**src/hw/rtl/adl_pkg.sv**
```systemverilog
// shared types and constants for the audio decimator with loudness
// no dependencies
`default_nettype none
package adl_pkg;
    localparam int TAPS = 16;
    localparam int PTR_W = $clog2(TAPS);
    localparam int FRAME_WIDE = 80;
    localparam int FRAME_NARROW = 160;
    localparam logic [1:0] REG_CAPTURE = 2'd0;
    localparam logic [1:0] REG_RATE = 2'd1;
    localparam logic [1:0] REG_WIDE = 2'd2;
    localparam logic OP_SAMPLE = 1'b0;
    localparam logic OP_READ = 1'b1;
    localparam logic KIND_AUDIO = 1'b0;
    localparam logic KIND_REPORT = 1'b1;
    localparam logic [7:0] RATE_FULL = 8'd8;
    localparam logic [7:0] RATE_HALF = 8'd4;
    localparam logic [7:0] RATE_QUARTER = 8'd2;
    localparam logic [7:0] RATE_EIGHTH = 8'd1;

    typedef enum logic [2:0] {
        ST_IDLE, ST_PUSH, ST_MAC, ST_MAC_LAST, ST_DIV, ST_OUT
    } state_t;

    function automatic logic signed [15:0] coeff(input logic [PTR_W-1:0] i);
        logic signed [15:0] c;
        c = 16'sd0;
        case (i)
            4'd0, 4'd15: c = -16'sd86;
            4'd1, 4'd14: c = 16'sd91;
            4'd2, 4'd13: c = 16'sd422;
            4'd3, 4'd12: c = -16'sd91;
            4'd4, 4'd11: c = -16'sd1747;
            4'd5, 4'd10: c = -16'sd934;
            4'd6, 4'd9: c = 16'sd5604;
            4'd7, 4'd8: c = 16'sd13125;
            default: c = 16'sd0;
        endcase
        return c;
    endfunction
endpackage
`default_nettype wire

```
**src/hw/rtl/audio_decimator_with_loudness_core.sv**
```systemverilog
// top level: three-stage decimating fir with delay lines in one memory,
// frame marking and loudness tracking; depends on adl_pkg
// one item at a time, set by the shared mac loop over the tap memory;
// a read runs a serial 41/16 divide for the mean square. async active-low
// reset clears control and loudness state; a valid bit per tap makes
// unwritten taps read as zero
`default_nettype none
module audio_decimator_with_loudness_core
    import adl_pkg::*;
(
    input  wire logic               clk,
    input  wire logic               rst_n,
    input  wire logic               in_valid,
    output logic                    in_stall,
    input  wire logic               opcode,
    input  wire logic [11:0]        sample_value,
    output logic                    out_valid,
    input  wire logic               out_stall,
    output logic                    kind,
    output logic signed [14:0]      audio_value,
    output logic                    frame_last,
    output logic [11:0]             peak_level,
    output logic [23:0]             mean_square,
    input  wire logic               cfg_we,
    input  wire logic [1:0]         cfg_index,
    input  wire logic [7:0]         cfg_data
);
    // tap memory: 3 lines of TAPS entries, address = {line, ptr}
    logic signed [15:0] mem [3*TAPS];
    logic signed [15:0] rd_reg;
    logic               mem_we;
    logic [PTR_W+1:0]   wr_addr, rd_addr;
    logic signed [15:0] wr_data;

    // taps reset to zero: valid bit per entry
    logic [3*TAPS-1:0] tv_reg;

    state_t state_reg, state_next;
    logic        cap_reg, wide_reg;
    logic [7:0]  rate_reg;
    logic [PTR_W-1:0] wp_reg [3];
    logic [2:0]  phase_reg;
    logic [7:0]  fpos_reg;
    logic [11:0] peak_reg;
    logic [40:0] ssum_reg;
    logic [15:0] scnt_reg;
    logic [1:0]  stg_reg;            // line being pushed/filtered
    logic signed [15:0] push_reg;    // value entering line stg_reg
    logic [PTR_W:0] ti_reg;          // mac tap counter
    logic [PTR_W-1:0] ridx_reg;
    logic signed [36:0] acc_reg;
    logic        rvalid_reg;         // read data valid-tap flag
    logic [PTR_W-1:0] rtap_reg;
    logic [40:0] rem_reg;            // divide: dividend/quotient shift
    logic [16:0] dr_reg;
    logic [5:0]  dcnt_reg;
    logic        okind_reg, olast_reg;
    logic signed [14:0] oval_reg;
    logic [11:0] opeak_reg;
    logic [23:0] oms_reg;
    logic        ovalid_reg;
    logic [11:0] sq_a;
    logic [23:0] sq_prod;
    logic        opcode_rd_q;

    assign in_stall = (state_reg != ST_IDLE) || ovalid_reg;
    assign out_valid = ovalid_reg;
    assign kind = okind_reg;
    assign audio_value = oval_reg;
    assign frame_last = olast_reg;
    assign peak_level = opeak_reg;
    assign mean_square = oms_reg;

    logic in_xfer;
    assign in_xfer = in_valid && !in_stall;

    // emission select per stage output
    function automatic logic want(input logic [7:0] r, input logic [1:0] lvl);
        logic w;
        case (lvl)
            2'd0: w = (r == RATE_HALF);
            2'd1: w = (r == RATE_QUARTER);
            2'd2: w = (r == RATE_EIGHTH);
            default: w = 1'b0;
        endcase
        return w;
    endfunction

    always_ff @(posedge clk)
    begin
        if (mem_we)
            mem[wr_addr] <= wr_data;
        rd_reg <= mem[rd_addr];
    end

    // next state
    always_comb
    begin
        state_next = state_reg;
        case (state_reg)
            ST_IDLE:
                if (in_xfer)
                    state_next = (opcode == OP_READ) ? ST_DIV : ST_PUSH;
            ST_PUSH:
                // after push, filter line stg when phase reaches that level
                if ((stg_reg == 2'd0 && !phase_reg[0]) ||
                    (stg_reg == 2'd1 && phase_reg[1:0] == 2'd0) ||
                    (stg_reg == 2'd2 && phase_reg == 3'd0))
                    state_next = ST_MAC;
                else
                    state_next = ST_OUT;
            ST_MAC:
                if (ti_reg == (PTR_W+1)'(TAPS))
                    state_next = ST_MAC_LAST;
            ST_MAC_LAST:
                state_next = (stg_reg == 2'd2) ? ST_OUT : ST_PUSH;
            ST_DIV:
                if (dcnt_reg == 6'd0)
                    state_next = ST_OUT;
            ST_OUT:
                state_next = ST_IDLE;
            default:
                state_next = ST_IDLE;
        endcase
    end

    // memory port control
    always_comb
    begin
        mem_we = (state_reg == ST_PUSH);
        wr_addr = {stg_reg, wp_reg[stg_reg]};
        wr_data = push_reg;
        rd_addr = {stg_reg, ridx_reg};
    end

    logic signed [36:0] filt_acc;
    logic signed [21:0] filt_q;
    logic signed [15:0] tapv;
    logic signed [31:0] mac_prod;
    assign tapv = rvalid_reg ? rd_reg : 16'sd0;
    assign mac_prod = coeff(rtap_reg) * tapv;
    assign filt_acc = acc_reg + 37'(mac_prod);
    // acc_reg holds all taps once the mac loop is done
    assign filt_q = 22'(acc_reg >>> 15);
    assign sq_a = sample_value;
    assign sq_prod = sq_a * sq_a;

    logic [7:0] flen;
    assign flen = wide_reg ? 8'(FRAME_WIDE) : 8'(FRAME_NARROW);

    logic [17:0] dtrial;
    logic [16:0] dr_shift;
    assign dr_shift = {dr_reg[15:0], rem_reg[40]};
    assign dtrial = {1'b0, dr_shift} - {2'b0, scnt_reg};

    always_ff @(posedge clk or negedge rst_n)
    begin
        if (!rst_n)
        begin
            state_reg <= ST_IDLE;
            cap_reg <= 1'b0;
            rate_reg <= RATE_HALF;
            wide_reg <= 1'b1;
            for (int k = 0; k < 3; k++) wp_reg[k] <= '0;
            phase_reg <= '0;
            fpos_reg <= '0;
            peak_reg <= '0;
            ssum_reg <= '0;
            scnt_reg <= '0;
            tv_reg <= '0;
            ovalid_reg <= 1'b0;
            okind_reg <= KIND_AUDIO;
        end
        else
        begin
            state_reg <= state_next;
            if (cfg_we)
            begin
                case (cfg_index)
                    REG_CAPTURE: cap_reg <= cfg_data[0];
                    REG_RATE: rate_reg <= cfg_data;
                    REG_WIDE: wide_reg <= cfg_data[0];
                    default: ;
                endcase
            end
            if (ovalid_reg && !out_stall)
                ovalid_reg <= 1'b0;
            case (state_reg)
                ST_IDLE:
                    if (in_xfer)
                    begin
                        if (opcode == OP_READ)
                        begin
                            okind_reg <= KIND_REPORT;
                            olast_reg <= 1'b0;
                            oval_reg <= '0;
                            opeak_reg <= peak_reg;
                            oms_reg <= '0;
                            rem_reg <= ssum_reg;
                            dr_reg <= '0;
                            dcnt_reg <= 6'd41;
                        end
                        else
                        begin
                            opeak_reg <= '0;
                            oms_reg <= '0;
                            if (sample_value > peak_reg)
                                peak_reg <= sample_value;
                            if (scnt_reg != 16'hFFFF)
                            begin
                                ssum_reg <= ssum_reg + 41'(sq_prod);
                                scnt_reg <= scnt_reg + 16'd1;
                            end
                            phase_reg <= phase_reg + 3'd1;
                            stg_reg <= 2'd0;
                            push_reg <= 16'(sample_value);
                            if (rate_reg == RATE_FULL && cap_reg)
                            begin
                                okind_reg <= KIND_AUDIO;
                                oval_reg <= wide_reg ? 15'(sample_value)
                                                     : 15'(sample_value >> 4);
                                olast_reg <= (9'(fpos_reg) + 9'd1 >= 9'(flen));
                                fpos_reg <= (9'(fpos_reg) + 9'd1 >= 9'(flen))
                                            ? 8'd0 : fpos_reg + 8'd1;
                            end
                            else
                            begin
                                okind_reg <= KIND_REPORT; // marks no result yet
                                oval_reg <= '0;
                                olast_reg <= 1'b0;
                            end
                        end
                    end
                ST_PUSH:
                begin
                    tv_reg[{stg_reg, wp_reg[stg_reg]}] <= 1'b1;
                    wp_reg[stg_reg] <= wp_reg[stg_reg] + 1'b1;
                    ridx_reg <= wp_reg[stg_reg];
                    ti_reg <= '0;
                    acc_reg <= '0;
                end
                ST_MAC:
                begin
                    // issue read of tap ti (newest first), accumulate previous
                    if (ti_reg != '0)
                        acc_reg <= filt_acc;
                    rtap_reg <= ti_reg[PTR_W-1:0];
                    rvalid_reg <= tv_reg[{stg_reg, ridx_reg}];
                    ridx_reg <= ridx_reg - 1'b1;
                    ti_reg <= ti_reg + 1'b1;
                end
                ST_MAC_LAST:
                begin
                    push_reg <= filt_q[15:0];
                    stg_reg <= stg_reg + 2'd1;
                    if (want(rate_reg, stg_reg) && cap_reg)
                    begin
                        okind_reg <= KIND_AUDIO;
                        oval_reg <= wide_reg ? 15'(filt_q[15:0])
                                             : 15'($signed(filt_q[15:4]));
                        olast_reg <= (9'(fpos_reg) + 9'd1 >= 9'(flen));
                        fpos_reg <= (9'(fpos_reg) + 9'd1 >= 9'(flen))
                                    ? 8'd0 : fpos_reg + 8'd1;
                    end
                end
                ST_DIV:
                    if (dcnt_reg != 6'd0)
                    begin
                        dcnt_reg <= dcnt_reg - 6'd1;
                        if (!dtrial[17])
                        begin
                            dr_reg <= dtrial[16:0];
                            rem_reg <= {rem_reg[39:0], 1'b1};
                        end
                        else
                        begin
                            dr_reg <= dr_shift;
                            rem_reg <= {rem_reg[39:0], 1'b0};
                        end
                    end
                    else
                    begin
                        oms_reg <= (scnt_reg == '0) ? 24'd0 : rem_reg[23:0];
                        peak_reg <= '0;
                        ssum_reg <= '0;
                        scnt_reg <= '0;
                    end
                ST_OUT:
                    if (okind_reg == KIND_AUDIO || opcode_rd_q)
                        ovalid_reg <= 1'b1;
                default: ;
            endcase
        end
    end

    // remember whether the item in flight is a read
    always_ff @(posedge clk or negedge rst_n)
    begin
        if (!rst_n)
            opcode_rd_q <= 1'b0;
        else if (in_xfer)
            opcode_rd_q <= (opcode == OP_READ);
    end

`ifndef NO_ASSERTIONS
    a_no_accept_busy: assert property (@(posedge clk) disable iff (!rst_n)
        (state_reg != ST_IDLE) |-> in_stall)
        else $error("input taken while busy");
    a_report_from_read: assert property (@(posedge clk) disable iff (!rst_n)
        (out_valid && kind == KIND_REPORT) |-> opcode_rd_q)
        else $error("report without read");
    a_audio_clean: assert property (@(posedge clk) disable iff (!rst_n)
        (out_valid && kind == KIND_AUDIO) |-> (peak_level == '0 && mean_square == '0))
        else $error("audio result carries loudness");
`endif
endmodule
`default_nettype wire

```
**config.mk**
```make
export PLATFORM = sky130hd
export DESIGN_NAME = audio_decimator_with_loudness_core
export DESIGN_NICKNAME = d
export VERILOG_FILES = /design/src/hw/rtl/adl_pkg.sv /design/src/hw/rtl/audio_decimator_with_loudness_core.sv
export SDC_FILE = /design/constraint.sdc
export NUM_CORES = 2
export LEC_CHECK = 0
export BUFFER_PORTS_ARGS = -buffer_cell sky130_fd_sc_hd__buf_2
export CAP_MARGIN = 20
export CORE_MARGIN = 4
export CORE_UTILIZATION = 45
export CTS_BUF_LIST = sky130_fd_sc_hd__clkbuf_4 sky130_fd_sc_hd__clkbuf_8 sky130_fd_sc_hd__clkbuf_16
export CTS_CLUSTER_SIZE = 8
export DETAILED_ROUTE_END_ITERATION = 8
export PLACE_DENSITY_LB_ADDON = 0.08
export SETUP_SLACK_MARGIN = 0.4
export SLEW_MARGIN = 20
export SYNTH_ARGS = -nofsm -noshare
export SYNTH_HDL_FRONTEND = slang
export SYNTH_SLANG_ARGS = --single-unit
```
**constraint.sdc**
```tcl
create_clock -name clk -period 26.1 [get_ports clk]
set_clock_uncertainty 0.1 [all_clocks]
set_input_delay 5.22 -clock clk [delete_from_list [all_inputs] [get_ports clk]]
set_output_delay 5.22 -clock clk [all_outputs]
set_load 0.005 [all_outputs]
```
==> metrics.yaml <==
fin_tns_setup_ns: 0
n_fill_cell: 11500
yosysSeqAreaShare_pct: 54.0
num_vias: 36200
powerDensity_nw_per_um2: 118
cts_max_level: 4
hp-class: "reg2reg"
portBuffers: 82
r2r_start: "rvalid_reg"
rsz0062_at_grt: "false"
cts_resized: 0
r2r_end: "acc_reg[28]"
wl_per_cell_um: 23.3
p_leak_nw: 28.1
largest_register_ffs: 768
drive_above_1_share_pct: 15.0
path_depth: 24
outcome: "complete, no violations"
wirelength_um: 154000
tightest_slew_ns: 1.07
cts_made_buffers: 160
critical_path.cell_chain: "buf_2, inv_1, nor2_1, inv_1, fa_1, inv_1, fa_1, inv_1, fa_1, inv_1, fa_1, inv_1, fa_1, inv_1, ha_1, and2_1, and3_1, o211ai_1, a21oi_1, o2111ai_1, a21oi_1, o21ai_0, xor2_1, nor2_1"
dp_hpwl_um: 100000
cts.clk_slew.worst_paths_ns: 0.05
drc: 0
syn_inst: 4574
max_freq_ghz: 0.0943
setup_viol: 0
clock_sinks: 1132
worst-setup-path-type: "in2reg"
die_x_um: 376
ir_drop_mv: 0.151
critPathMostFrequentCell: "inv_1"
cap_violations: 0
ys_types: 79
grt_max_degree: 115
cp-end-kind: "flip-flop"
synthesis.area_um2: 61000
critPathLaunch: "sample_value[4]"
yosys_warnings: 0
grt_pass1_wl_um: 235000
first_pass_iters: 8
vias_per_cell: 5.49
finalWorstPathRequiredPeriod_ns: 10.60
power.total_w: 0.00811
period_share_pct: 40.6
crit_buf_inv: 8
rrSetupSlack_ns: 18.15
nNetsFinal: 5339
syn_area_per_cell_um2: 13.3
slowest_delay_ns: 0.54
gr-total-overflow: 0
syn_nets: 5196
area_growth_pct: 12.8
cp_top_family: "adder cells"
cp_slowest_cell: "a21oi_1"
startpoint_type: "input pin"
dpl_worst_slack_ns: 14.70
synth_edf_count: 946
root_buffer: "clkbuf_16"
start_util_pct: 45.5
drv_slew: 0
grt_pass1_vias: 37400
ys.flop_type: "edfxtp_1"
synth-seq-cells: 1132
regArea_um2: 32900
die_area_um2: 141000
setup_ws_ns: 15.50
async_flop_share_pct: 13.8
post-cts-setup-buffers: 0
ant_nets: 0
cp_max_fo: 11
final_hold_viol_count: 0
crit_end: "ssum_reg[35]"
hold_start: "tv_reg[22]"
first_iter_violations: 2569
antenna_found_initial: 4
multiInputGateArea_um2: 25300
worstPathRequired_ns: 26.62
gp_congestion: 0.820
tritoncts: "done"
maxSlewHeadroom_pct: 28.8
fp-row-count: 134
cts_buffer_depth: 3
pin_count: 83
grt_usage_pct: 22.0
cp.arrival_ns: 11.12
rr_worst_depth: 21
die_h_um: 376
core_area_um2: 134000
antenna_cells: 0
insertion_delay_ns: 0.78
ctsHoldBuffers: 0
[worst min path at each step]
stage            endpoint  slack, ns  cells after the start
3_5_place_dp   tv_reg[23]       0.35                      1
4_1_cts        tv_reg[46]       0.36                      1
6_report       tv_reg[22]       0.36                      1
2_1_floorplan  tv_reg[14]       0.33                      1
3_3_place_gp   tv_reg[39]       0.35                      1
5_1_grt        tv_reg[46]       0.37                      1
[per-layer routing]
metal | GRT usage, % | part of all wire, % | vias to the layer above
met5 | 0 | 0 | -
met4 | 4.75 | 1.8 | 0
met3 | 3.28 | 4.8 | 180
met2 | 35.7 | 48 | 847
met1 | 31.7 | 46 | 18700
li1 | - | - | 16400
[area by class of cell]
type	instances	share of cell area, %
Inverter	567	3.10
Tap cell	1768	3.22
Timing Repair Buffer	178	1.69
Multi-Input combinational cell	2678	36.8
Clock inverter	16	0.490
Sequential cell	1132	47.9
Clock buffer	253	6.87
[Yosys cell counts (70+ instances only)]
| library cell | n | area [um^2] |
|---|---|---|
| edfxtp_1 | 946 | 28400 |
| inv_1 | 564 | 2120 |
| fa_1 | 380 | 7610 |
| nand2_1 | 375 | 1410 |
| nor2_1 | 217 | 815 |
| ha_1 | 214 | 2680 |
| mux2i_1 | 187 | 1870 |
| dfrtp_1 | 154 | 3850 |
| clkbuf_1 | 152 | 571 |
| and3_1 | 150 | 938 |
| a21oi_1 | 130 | 651 |
| mux4_2 | 125 | 2820 |
| o21ai_0 | 122 | 611 |
| o221ai_1 | 84 | 736 |
| xnor2_1 | 80 | 701 |
| and2_1 | 70 | 438 |
[cells by family (layout without fill, tap and decap cells)]
kind of cell / Yosys count / after routing / synth area share (%)
AO/OA/AOI/OAI: 540 / 540 / 5.80
XOR/XNOR: 121 / 121 / 1.74
adder cells (fa/ha/maj): 594 / 594 / 16.9
buffers and inverters: 764 / 1014 / 4.81
flip-flops: 1132 / 1132 / 54.0
multiplexers: 341 / 341 / 8.23
AND/OR/NAND/NOR: 1082 / 1082 / 8.57
[worst reg2reg max path, stage by stage, from the launching register on]
cell	delay (ns)
edfxtp_1	0.33
buf_4	0.46
buf_4	0.60
nand3_1	0.45
inv_1	0.74
ha_1	0.39
fa_1	0.54
fa_1	0.45
fa_1	0.54
inv_1	0.05
fa_1	0.48
inv_1	0.05
ha_1	0.37
and3_1	0.22
a221o_1	0.32
a221oi_1	0.35
buf_4	0.22
o21ai_0	0.15
o22ai_1	0.39
o21ai_0	0.18
xnor2_1	0.21
nor2_1	0.07
[where the power goes]
part	leakage, nW	switching [W]	internal (W)
Sequential	10.9	0.000124	0.00217
Clock	2.55	0.000787	0.00125
Combinational	14.7	0.00222	0.00156
[cell usage in the layout (no fill, tap or decap), types with 11 or more instances in the layout]
cell type,instances
clkbuf_16,161
nor2_2,32
fa_1,380
buf_2,81
dfxtp_1,30
clkbuf_4,91
o211ai_1,13
or2_2,60
a211oi_1,14
a22o_1,14
o21a_1,11
mux4_2,125
and2_1,70
nor3_1,56
nor2b_1,15
a21o_1,23
ha_1,214
buf_4,94
inv_1,564
nor2_1,182
o22ai_1,53
and3_1,150
mux2_2,28
o221ai_1,84
o31ai_1,17
nand4_1,14
edfxtp_1,946
mux2i_1,186
a21oi_1,129
xnor2_1,80
o21ai_0,122
dfrtp_1,154
xor2_1,41
nand2b_1,24
nand3_1,58
nand2_1,373
[per-stage QoR]
| step | hold slack, ns | instance area, um^2 | util (%) | instances |
|---|---|---|---|---|
| 2_1_floorplan | 0.334 | 61000 | - | 4574 |
| 3_3_place_gp | 0.345 | 63700 | 47.5 | 6323 |
| 3_5_place_dp | 0.348 | 63700 | 47.5 | 6323 |
| 4_1_cts | 0.360 | 68700 | 51.3 | 6592 |
| 5_1_grt | 0.365 | 68700 | 51.3 | 6592 |
| 6_report | 0.357 | 68700 | 51.3 | 6592 |
(Power assumes the default switching activity.)
